**src/hdl/skt_pkg.sv**
```systemverilog
// Shared types and constants for the sorted key table.
// Used by the channel interfaces, the table cell and the top level.
// No dependencies.
package skt_pkg;

    // Field widths fixed by the beat format.
    localparam int CMD_W         = 2;
    localparam int KEY_W         = 32;
    localparam int PAYLOAD_W     = 64;
    localparam int STATUS_W      = 2;
    localparam int ENTRY_COUNT_W = 5;

    // Default table depth.
    localparam int DEFAULT_CAPACITY = 16;

    // Command codes.
    localparam logic [CMD_W-1:0] CMD_INSERT = 2'd0;
    localparam logic [CMD_W-1:0] CMD_REMOVE = 2'd1;
    localparam logic [CMD_W-1:0] CMD_DUMP   = 2'd2;

    // Status codes.
    localparam logic [STATUS_W-1:0] STATUS_OK        = 2'd0;
    localparam logic [STATUS_W-1:0] STATUS_FULL      = 2'd1;
    localparam logic [STATUS_W-1:0] STATUS_NOT_FOUND = 2'd2;

    // One table entry as held in a cell.
    typedef struct packed {
        logic signed [KEY_W-1:0] key;
        logic [PAYLOAD_W-1:0]    payload_low;
        logic [PAYLOAD_W-1:0]    payload_high;
    } t_entry;

    // Operation that every cell performs in a cycle.
    typedef enum logic [1:0] {
        CELL_HOLD,
        CELL_INSERT,
        CELL_REMOVE,
        CELL_ROTATE
    } t_cell_op;

    // Control broadcast from the top level to the whole row of cells.
    typedef struct packed {
        t_cell_op op;
        t_entry   entry;
    } t_cell_ctl;

    // One result beat.
    typedef struct packed {
        logic [STATUS_W-1:0]      status;
        logic                     entry_valid;
        logic signed [KEY_W-1:0]  out_key;
        logic [PAYLOAD_W-1:0]     out_payload_low;
        logic [PAYLOAD_W-1:0]     out_payload_high;
        logic                     last;
        logic [ENTRY_COUNT_W-1:0] entry_count;
    } t_result;

    // Top level sequencer states.
    typedef enum logic {
        ST_IDLE,
        ST_DUMP
    } t_state;

endpackage

```
**src/hdl/skt_cell.sv**
```systemverilog
// One cell of the sorted table: holds one entry and trades it with its neighbors.
// Depends on skt_pkg.
module skt_cell import skt_pkg::*; #(
    parameter int CAPACITY = DEFAULT_CAPACITY,
    parameter int IDX      = 0,
    parameter int CW       = $clog2(CAPACITY + 1)
) (
    input  logic          i_clk,
    input  t_cell_ctl     i_ctl,
    input  logic [CW-1:0] i_count,
    input  t_entry        i_head,
    input  t_entry        i_left,
    input  logic          i_left_gt,
    input  t_entry        i_right,
    input  logic          i_found,
    output logic          o_gt,
    output logic          o_found,
    output t_entry        o_entry
);

    localparam logic [CW-1:0] IDX_C    = CW'(IDX);
    localparam logic [CW-1:0] IDX_P1_C = CW'(IDX + 1);

    t_entry r_entry;
    t_entry n_entry;
    logic   w_occupied;
    logic   w_match;

    // Position of this cell relative to the fill level, and key compares.
    assign w_occupied = IDX_C < i_count;
    assign o_gt       = w_occupied && (i_ctl.entry.key < r_entry.key);
    assign w_match    = w_occupied && (i_ctl.entry.key == r_entry.key);
    assign o_found    = i_found || w_match;
    assign o_entry    = r_entry;

    // Next entry: shift right on insert, shift left past a removed entry,
    // or rotate left with the head wrapping to the tail during a dump.
    always_comb begin
        n_entry = r_entry;
        unique case (i_ctl.op)
            CELL_INSERT: begin
                if (i_left_gt) begin
                    n_entry = i_left;
                end else if (o_gt || (i_count == IDX_C)) begin
                    n_entry = i_ctl.entry;
                end
            end
            CELL_REMOVE: begin
                if (o_found) begin
                    n_entry = i_right;
                end
            end
            CELL_ROTATE: begin
                if (i_count == IDX_P1_C) begin
                    n_entry = i_head;
                end else begin
                    n_entry = i_right;
                end
            end
            CELL_HOLD: begin
                n_entry = r_entry;
            end
            default: begin
                n_entry = r_entry;
            end
        endcase
    end

    // Entry storage.
    always_ff @(posedge i_clk) begin
        r_entry <= n_entry;
    end

endmodule

```
**config.mk**
```make
export PLATFORM = sky130hd
export DESIGN_NAME = skt_cell
export DESIGN_NICKNAME = d
export VERILOG_FILES = /design/src/hdl/skt_pkg.sv /design/src/hdl/skt_cell.sv
export SDC_FILE = /design/constraint.sdc
export NUM_CORES = 1
export LEC_CHECK = 0
export BUFFER_PORTS_ARGS = -buffer_cell sky130_fd_sc_hd__buf_2
export CORE_AREA = 3 3 313 315
export CTS_CLUSTER_DIAMETER = 30
export CTS_CLUSTER_SIZE = 28
export DETAILED_ROUTE_END_ITERATION = 6
export DIE_AREA = 0 0 316 318
export GPL_TIMING_DRIVEN = 0
export PLACE_DENSITY = 0.4
export SYNTH_ARGS = -nofsm -noshare
export SYNTH_HDL_FRONTEND = slang
export SYNTH_SLANG_ARGS = --single-unit
```
**constraint.sdc**
```tcl
create_clock -name i_clk -period 46.6 [get_ports i_clk]
set_input_delay 2.33 -clock i_clk [delete_from_list [all_inputs] [get_ports i_clk]]
set_output_delay 2.33 -clock i_clk [all_outputs]
set_load 0.01 [all_outputs]
```
==> results of run 1 <==
-- power by group --
group          total, mW  leakage [nW]  internal (mW)  switching, mW
sequential         0.182          1.57          0.177        0.00504
clock              0.162         0.297         0.0852         0.0771
combinational      0.124          5.06         0.0515         0.0724
total              0.469          6.93          0.314          0.155
-- cell families after synthesis --
family	Yosys count
AOI/OAI and AO/OA	352
adders and majority gates	32
buffers and inverters	120
DFF	160
muxes	160
and+or+nand+nor	193
-- synth_stat cells --
| master | n | area, um2 |
|---|---|---|
| a211oi_1 | 162 | 1220 |
| o211ai_1 | 2 | 15.0 |
| nand3_1 | 1 | 5.00 |
| a32oi_1 | 1 | 8.76 |
| nor4b_1 | 1 | 8.76 |
| buf_1 | 2 | 7.51 |
| a31oi_1 | 1 | 6.26 |
| and2_1 | 1 | 6.26 |
| edfxtp_1 | 160 | 4800 |
| a211o_1 | 1 | 8.76 |
| a21oi_1 | 172 | 861 |
| buf_4 | 6 | 45.0 |
| nand2b_1 | 1 | 6.26 |
| o31ai_1 | 1 | 7.51 |
| inv_1 | 32 | 120 |
| nor3_1 | 4 | 20.0 |
| nand2_1 | 7 | 26.3 |
| a2111oi_0 | 1 | 8.76 |
| o21ai_0 | 7 | 35.0 |
| mux2i_1 | 160 | 1600 |
| nand4_1 | 8 | 50.1 |
| nor2_1 | 7 | 26.3 |
| o21bai_1 | 1 | 7.51 |
| a311oi_1 | 1 | 8.76 |
| or4_4 | 1 | 11.3 |
| clkbuf_1 | 69 | 259 |
| nor2_4 | 1 | 11.3 |
| buf_6 | 11 | 124 |
| nor2_2 | 1 | 6.26 |
| ha_1 | 32 | 400 |
| nor2b_1 | 160 | 1000 |
| a31o_2 | 1 | 8.76 |
| a2bb2o_4 | 1 | 20.0 |
-- worst max-delay path, cell delays in order --
cell	delay [ns]
buf_2	0.12
ha_1	0.49
nand4_1	0.21
nor2_1	0.33
o21ai_0	0.23
a31oi_1	0.47
o21ai_0	0.18
o31ai_1	0.09
buf_2	0.20
-- layer usage --
layer  track usage, %  vias to the layer above
met2             24.5                      572
met3             3.14                       54
met4             3.78                        2
met1             17.3                     5557
met5                0                        -
li1                 -                     5588
-- path summary, 6_finish.rpt --
check / endpoint / slack (ns) / depth (start not counted)
max: o_gt / 39.62 / 9
min: o_entry[151] / 1.30 / 3
max reg2reg: o_entry[26] / 41.97 / 15
min reg2reg: o_entry[151] / 1.30 / 3
-- area by class of cell --
class / instances / area (um2) / area share, %
tap: 1265 / 1580 / 9.17
inverter: 32 / 120 / 0.696
sequential: 160 / 4800 / 27.8
timing repair buffer: 823 / 4270 / 24.8
clock buffer: 17 / 425 / 2.47
clock inverter: 15 / 181 / 1.05
buffer: 88 / 439 / 2.54
antenna: 8 / 20.0 / 0.116
multi-input combinational: 737 / 5410 / 31.3
==> reports/metrics.cfg, run 1 <==
[synth]
ys_ff_latch=160
ys_warn_count=0
seq_area_frac_synth_pct=44.7
synthMuxAreaShare_pct=14.9
synth_compound_area_share_pct=20.6
syn-cell-area_mm2=0.0108
yosys.area_share.simple_pct=11.0
syn_avg_cell_area_um2=10.6
synth_top_family_by_area=compound AO/OA/AOI/OAI gates
synth-adder-area-share_pct=3.72
synth-xor-area-share_pct=0
synth_cell_types=33
syn_inst=1017
syn-num-nets=1699

[clock_tree]
hold_buffers=0
cts_sinks=160
clock_latency_ns=0.50
cts_resized=0
htreeDepth=4
tritoncts=yes
cts_made_buffers=17
root_buffer=clkbuf_16
cts_buffer_depth=2
path_clk_slew_ns=0.07
cts_setup_buffers=0

[floorplan]
rows=113
start_util_pct=11.3
die_area_mm2=0.100
io_pins=812
die_y_um=318
fp.dieW_um=316
core_area_mm2=0.0952

[drt]
via_count=11800
wl_met1_um=30700
route.met3.wl_um=5110
drcViolationCount=0
drt_pass1_iterations=7
met2_length_um=36300
ant_nets=0
routed_wl_um=73300
drt_iter0_markers=536
routedWlPerCell_um=23.3
viasPerCell=3.74
top_layer=met5

[sta]
finalCritPeriodShare_pct=15.0
setup_viol=0
final_hold_viol_count=0
slew_viol_final=0
min_period_ns=6.98
skew_ns=0.0152
slew_headroom_pct=17.9
holdWs_ns=1.30
fin_tns_setup_ns=0
worstMarginPinSlew_ns=1.23
fmax_mhz=143
fin_ws_ns=39.62
rsz0062_at_grt=false

[worst_setup_path]
reg2reg_from=o_entry[159]
cp-startpoint=i_ctl[159]
cp-end-kind=output port
startpoint_type=input pin
critPathMaxFanout=7
crit_type=in -> out
cp.required_ns=44.27
worstPathArrival_ns=4.65

[global_route]
grt_pass1_wl_um=97100
track_usage_pct=14.0
grt_pass1_vias=12400
overflow=0
antenna_found_initial=15
grt_max_degree=18

[cells_and_area]
synthToLayoutAreaGrowth_pct=60.5
final_common_cell=buf_2
fin_util_pct=18.1
nNetsFinal=2541
final_cell_area_mm2=0.0173
fill_cells=10800
finalNonFillerCells=3145
layout-drive-gt1-share_pct=47.0
final_cell_mix=buf_2, a21oi_1, a211oi_1
largest_register_ffs=160

[place]
place.gp.congestion=0.901
hpwl_um=61800
dp_cells=3105
port-buffer-count=810
dpl_cell_area_mm2=0.0166
place_ws_ns=39.69

[worst_hold_path]
hold_class=reg -> reg
hp-start=o_entry[159]

[job]
cap_violations=0

[outcome]
status=finished clean

[power]
power.density_mw_per_mm2=27.2
p_leak_nw=6.93
ir_drop_mv=0.0234
power_mw=0.469

(Power assumes the default switching activity.)
==> run 2, diff against run 1 <==
Settings changed: ABC_AREA set to 1, CORE_AREA 3 3 313 315 to 3 3 318 320, DIE_AREA 0 0 316 318 to 0 0 321 323.
Clock period 46.6 ns to 7.2 ns, I/O delays scaled along.
==> run 2 against run 1 <==
Net effect:
- sequential power grew to 6.6 times the previous value
- global-route usage increased by 3.7 points
- design area up 2.8%
- count of clock-buffer cells in the layout is 1 higher
- hold slack worse by 1.1 ns
- sequential share of layout area decreased by 0.76 points
- critical path depth increased by 4
- register-to-register slack worse by 38 ns
- routed wire length increased by 32%
- combinational power grew to 7.6 times the previous value
- critical endpoint is now o_entry[71]
==> reports/metrics.cfg, run 2 <==
[drt]
viasPerCell=4.24
drt_pass1_iterations=6
routed_wl_um=96500
via_count=15200
drcViolationCount=0
drt_iter0_markers=1133
ant_nets=0
routedWlPerCell_um=26.9

[clock_tree]
cts_made_buffers=17
clock_latency_ns=0.52
htreeDepth=4
root_buffer=clkbuf_16
cts_sinks=160
hold_buffers=0
cts_buffer_depth=2
path_clk_slew_ns=0.08
tritoncts=yes
cts_resized=0
cts_setup_buffers=0

[synth]
ys_ff_latch=160
syn-cell-area_mm2=0.0113
synth_cell_types=26
synth_top_area_cell=edfxtp_1
yosys-top-cells-count=nor2_1, o21ai_0, nand2_1
ys_top_cells_by_area=edfxtp_1, o21ai_0, o221ai_1
syn-num-nets=2103
syn_avg_cell_area_um2=7.93
synthMostInstantiatedCell=nor2_1
synth_ff_type=edfxtp_1
synth_edf_count=160
synth_top_area_share_pct=42.6
syn_inst=1421
seq_area_frac_synth_pct=42.6
async_flop_share_pct=0
ys_warn_count=0

[worst_setup_path]
startpoint_type=flop
path_cells=inv_1 > ha_1 > nand2_1 > nor2_1 > nand4_1 > nor2_2 > nand2_1 > nand4_1 > nand2_1 > a21oi_4 > buf_12 > buf_12 > buf_12
cp_slowest_cell=a21oi_4
cp.required_ns=7.40
crit_type=reg -> reg
slowest_delay_ns=0.57
critPathMaxFanout=25
worstPathArrival_ns=3.65
path_buf_inv=4
critPathTopFamily=simple AND/OR/NAND/NOR gates
cp-end-kind=flop
reg2reg_slack_ns=3.75

[global_route]
antenna_found_initial=51
grt_pass1_vias=15000
overflow=0
track_usage_pct=17.8
grt_pass1_wl_um=125000
grt_max_degree=26

[sta]
worstMarginPinSlew_ns=0.947
fmax_mhz=290
skew_ns=0.0212
finalCritPeriodShare_pct=47.9
slew_headroom_pct=36.9
final_hold_viol_count=0
holdWs_ns=0.148
setup_viol=0
rsz0062_at_grt=false
slew_viol_final=0
min_period_ns=3.45
fin_tns_setup_ns=0

[power]
power_mw=3.15
power_frac_clock_pct=32.1
ir_drop_mv=0.129
p_leak_nw=7.69
p_sw_mw=1.12
p_seq_share_pct=38.0
power_frac_comb_pct=29.9
power.density_mw_per_mm2=177
p_int_mw=2.03
swShare_pct=35.6

[floorplan]
start_util_pct=11.5
rows=115
core_area_mm2=0.0984
die_y_um=323
io_pins=812
die_area_mm2=0.104
fp.dieW_um=321

[cells_and_area]
layout-drive-gt1-share_pct=40.6
nNetsFinal=2939
synthToLayoutAreaGrowth_pct=57.4
final_cell_mix=buf_2, nor2_1, o21ai_0, nand2_1, edfxtp_1
final_common_cell=buf_2
largest_register_ffs=160

[outcome]
status=finished clean

[place]
place.gp.congestion=0.934
port-buffer-count=810
hpwl_um=80400

[job]
cap_violations=0

[worst_hold_path]
hold_class=in -> reg

-- run 2: changes by cell type in the layout (fill, tap and decap cells not counted), moves of 25 or more --
cell / change
nor2_1: +313
o21ai_0: +311
nand2_1: +204
a211oi_1: -162
a21oi_1: -161
mux2i_1: -160
nor2b_1: -160
o221ai_1: +158
buf_2: +39
inv_1: +25
-- run 2: path summary, 6_finish.rpt --
path,from,end,cells past startpoint
worst max-delay path,o_entry[143],o_entry[71],13
worst min-delay path,i_right[27],o_entry[27],3
worst max register to register,o_entry[143],o_entry[71],13
worst min register to register,o_entry[159],o_entry[128],6
-- run 2: layer usage --
metal  GRT usage [%]  vias up  wire length (um)
li1                -     6853                 -
met1            19.6     7258             36800
met2            30.0      887             46800
met3            6.33      167              8310
met4            9.28       24              4430
met5               0        -               147
-- run 2: final cells by class --
class                   count  area (um2)
repair buffers            817        4190
multi-input cells        1081        5660
well taps                1287        1610
clock buffers              18         429
fillers                 11400       80700
diodes                     27        67.6
flip-flops and latches    160        4800
clock inverters            14         154
plain buffers             119         594
inverters                  61         231
-- run 2: stage by stage --
stage | cells | setup slack (ns) | instance area, um2 | utilization [%]
4_1_cts | 3557 | 3.62 | 17700 | 18.0
3_5_place_dp | 3525 | 3.53 | 17100 | 17.4
5_1_grt | 3566 | 3.45 | 17700 | 18.0
6_report | 3584 | 3.75 | 17700 | 18.0
2_1_floorplan | 1421 | 0.643 | 11300 | -
3_3_place_gp | 3518 | -3.92 | 16900 | 17.2
-- run 2: cell families (layout without fill, tap and decap cells) --
group | count (synthesis) | after routing | share of synthesized area [%]
AOI/OAI and AO/OA | 498 | 498 | 27.6
adders and majority gates | 32 | 32 | 3.55
buffers and inverters | 180 | 1029 | 7.31
DFF | 160 | 160 | 42.6
other | 0 | 27 | 0
and+or+nand+nor | 551 | 551 | 19.0
-- run 2: worst register-to-register path, delay by kind of cell, from the launching register on --
| family | cells | cell delay (ns) |
|---|---|---|
| AO/OA/AOI/OAI | 1 | 0.57 |
| buffers and inverters | 4 | 0.78 |
| adder cells (fa/ha/maj) | 1 | 0.29 |
| AND/OR/NAND/NOR | 7 | 1.11 |
| flip-flops | 1 | 0.38 |
-- run 2: power groups by stage --
stage | clock (mW) | sequential, mW | combinational (mW)
after CTS | 1.07 | 1.20 | 0.960
after floorplan | 0 | 1.28 | 0.305
final | 1.01 | 1.20 | 0.941
after global placement | 0 | 1.24 | 0.941
after global routing | 1.10 | 1.21 | 1.02
after detailed placement | 0 | 1.22 | 0.956
==> run 3, diff against run 2 <==
Settings changed: CORE_AREA 3 3 318 320 to 3 3 316 318, DIE_AREA 0 0 321 323 to 0 0 319 321, PLACE_DENSITY 0.4 to 0.41.
Clock period 7.2 ns to 2.9 ns, I/O delays scaled along.
==> run 3 against run 2 <==
Net effect:
- the flow now finishes with violations (DRC)
- utilization up 3.2 points
- routed wire length fell by 0.93%
- combinational power increased to 3.0 times the previous value
- sequential share of layout area shrank 3.7 points
- non-clock buffer count grew 259
- first-iteration DRC count rose by 36%
- final cell count rose by 6.8%
- largest cell class is now buffers
==> reports/metrics.cfg, run 3 (synthesis results as in run 2) <==
[outcome]
status=finished, violations left
violations=DRC

[drt]
routed_wl_um=95600
route.met3.wl_um=7860
top_layer=met5
viasPerCell=4.26
drt_iter0_markers=1544
drt_pass1_iterations=7
via_count=16300
routedWlPerCell_um=25.0
met2_length_um=46700
wl_met1_um=37900
drcViolationCount=3
ant_nets=0

[power]
power.density_mw_per_mm2=396
ir_drop_mv=0.246
p_leak_nw=8.94

[global_route]
grt_max_degree=18
grt_pass1_vias=16300
overflow=0
track_usage_pct=17.8
grt_pass1_wl_um=127000
antenna_found_initial=33

[sta]
rsz0062_at_grt=true
fmax_mhz=352
holdWs_ns=0.0617
slew_headroom_pct=20.1
finalCritPeriodShare_pct=98.1
min_period_ns=2.84
worstMarginPinSlew_ns=1.19
setup_viol=0
final_hold_viol_count=0
fin_tns_setup_ns=0
slew_viol_final=0
skew_ns=0.0151

[place]
dp_cells=3514
hpwl_um=76900
place.gp.congestion=0.947
dpl_cell_area_mm2=0.0171
port-buffer-count=810

[worst_hold_path]
hold_class=in -> reg
whs_path_depth=3

[worst_setup_path]
rr_worst_depth=14
cp-end-kind=flop
worstPathArrival_ns=3.07
startpoint_type=flop
critPathMaxFanout=8
cp.required_ns=3.13
crit_type=reg -> reg

[floorplan]
fp.dieW_um=319
io_pins=812
rows=114
die_area_mm2=0.102
die_y_um=321
core_area_mm2=0.0969
start_util_pct=11.6

[cells_and_area]
finalNonFillerCells=3826
final_cell_mix=buf_2, o21ai_0, nor2_1, dlygate4sd3_1, nand2_1
synthToLayoutAreaGrowth_pct=82.0
final_cell_area_mm2=0.0205
final_common_cell=buf_2
nNetsFinal=3198
largest_register_ffs=160
layout-drive-gt1-share_pct=38.6

[clock_tree]
root_buffer=clkbuf_16
cts_made_buffers=17
clock_latency_ns=0.51
htreeDepth=4
cts_buffer_depth=2
cts_sinks=160
tritoncts=yes
path_clk_slew_ns=0.08

[job]
cap_violations=0

## run 3: cell count changes in the layout (fill, tap and decap cells not counted), moves of 4 or more
cell           change
dlygate4sd3_1    +220
buf_12             -4
buf_6              +8
nor2_1             -4
diode_2            -6
buf_4             +21
buf_16            +10
## run 3: critical path, cell delays in order (launching register included)
cell and delay [ns]:
edfxtp_1 0.41, inv_1 0.07, ha_1 0.27, nand2_1 0.11, nor2_2 0.15, nand4_1 0.15, nor2_4 0.22, nand2_4 0.10
nand4_1 0.12, nand2_2 0.12, a21oi_4 0.20, buf_6 0.15, buf_16 0.13, buf_16 0.15, clkbuf_16 0.17
## run 3: area by class of cell
| cell class | count | area [um2] |
|---|---|---|
| well taps | 1276 | 1600 |
| diodes | 21 | 52.6 |
| repair buffers | 1076 | 6960 |
| plain buffers | 119 | 594 |
| multi-input cells | 1081 | 5740 |
| flip-flops and latches | 160 | 4800 |
| fillers | 11000 | 76300 |
| clock inverters | 14 | 108 |
| clock buffers | 18 | 429 |
| inverters | 61 | 231 |
## run 3: power breakdown
part | internal [mW] | switching (mW)
clock network | 1.11 | 1.22
logic | 1.27 | 1.57
registers | 2.88 | 0.0856
## run 3: worst paths after layout
| kind | start | end | slack, ns |
|---|---|---|---|
| worst max-delay path | o_entry[142] | o_entry[41] | 0.06 |
| worst min-delay path | i_head[87] | o_entry[87] | 0.06 |
| worst max register to register | o_entry[142] | o_entry[41] | 0.06 |
| worst min register to register | o_entry[159] | o_entry[130] | 1.55 |
## run 3: metal layers
metal | GRT usage [%] | vias to the layer above
met4 | 6.26 | 10
met5 | 0 | -
li1 | - | 7383
met1 | 21.0 | 7809
met2 | 30.9 | 952
met3 | 4.79 | 143
## run 3: stage by stage
stage	util (%)	power [mW]	worst slack, ns
final	21.2	8.13	0.0557
after global routing	21.2	8.56	-0.0447
after CTS	21.1	8.27	-0.0578
after detailed placement	17.7	5.35	-1.17
after global placement	17.5	5.34	-4.30
after floorplan	-	3.93	-1.60
## run 3: what timing repair did
action / in CTS / in global routing
endpoints found under the hold margin: 150 / 0
hold buffers: 220 / 0
gates resized for setup: 24 / 12
pin swaps: 7 / 12
cloned: 7 / 2
setup buffers: 27 / 6
endpoints found under the setup margin: 161 / 132
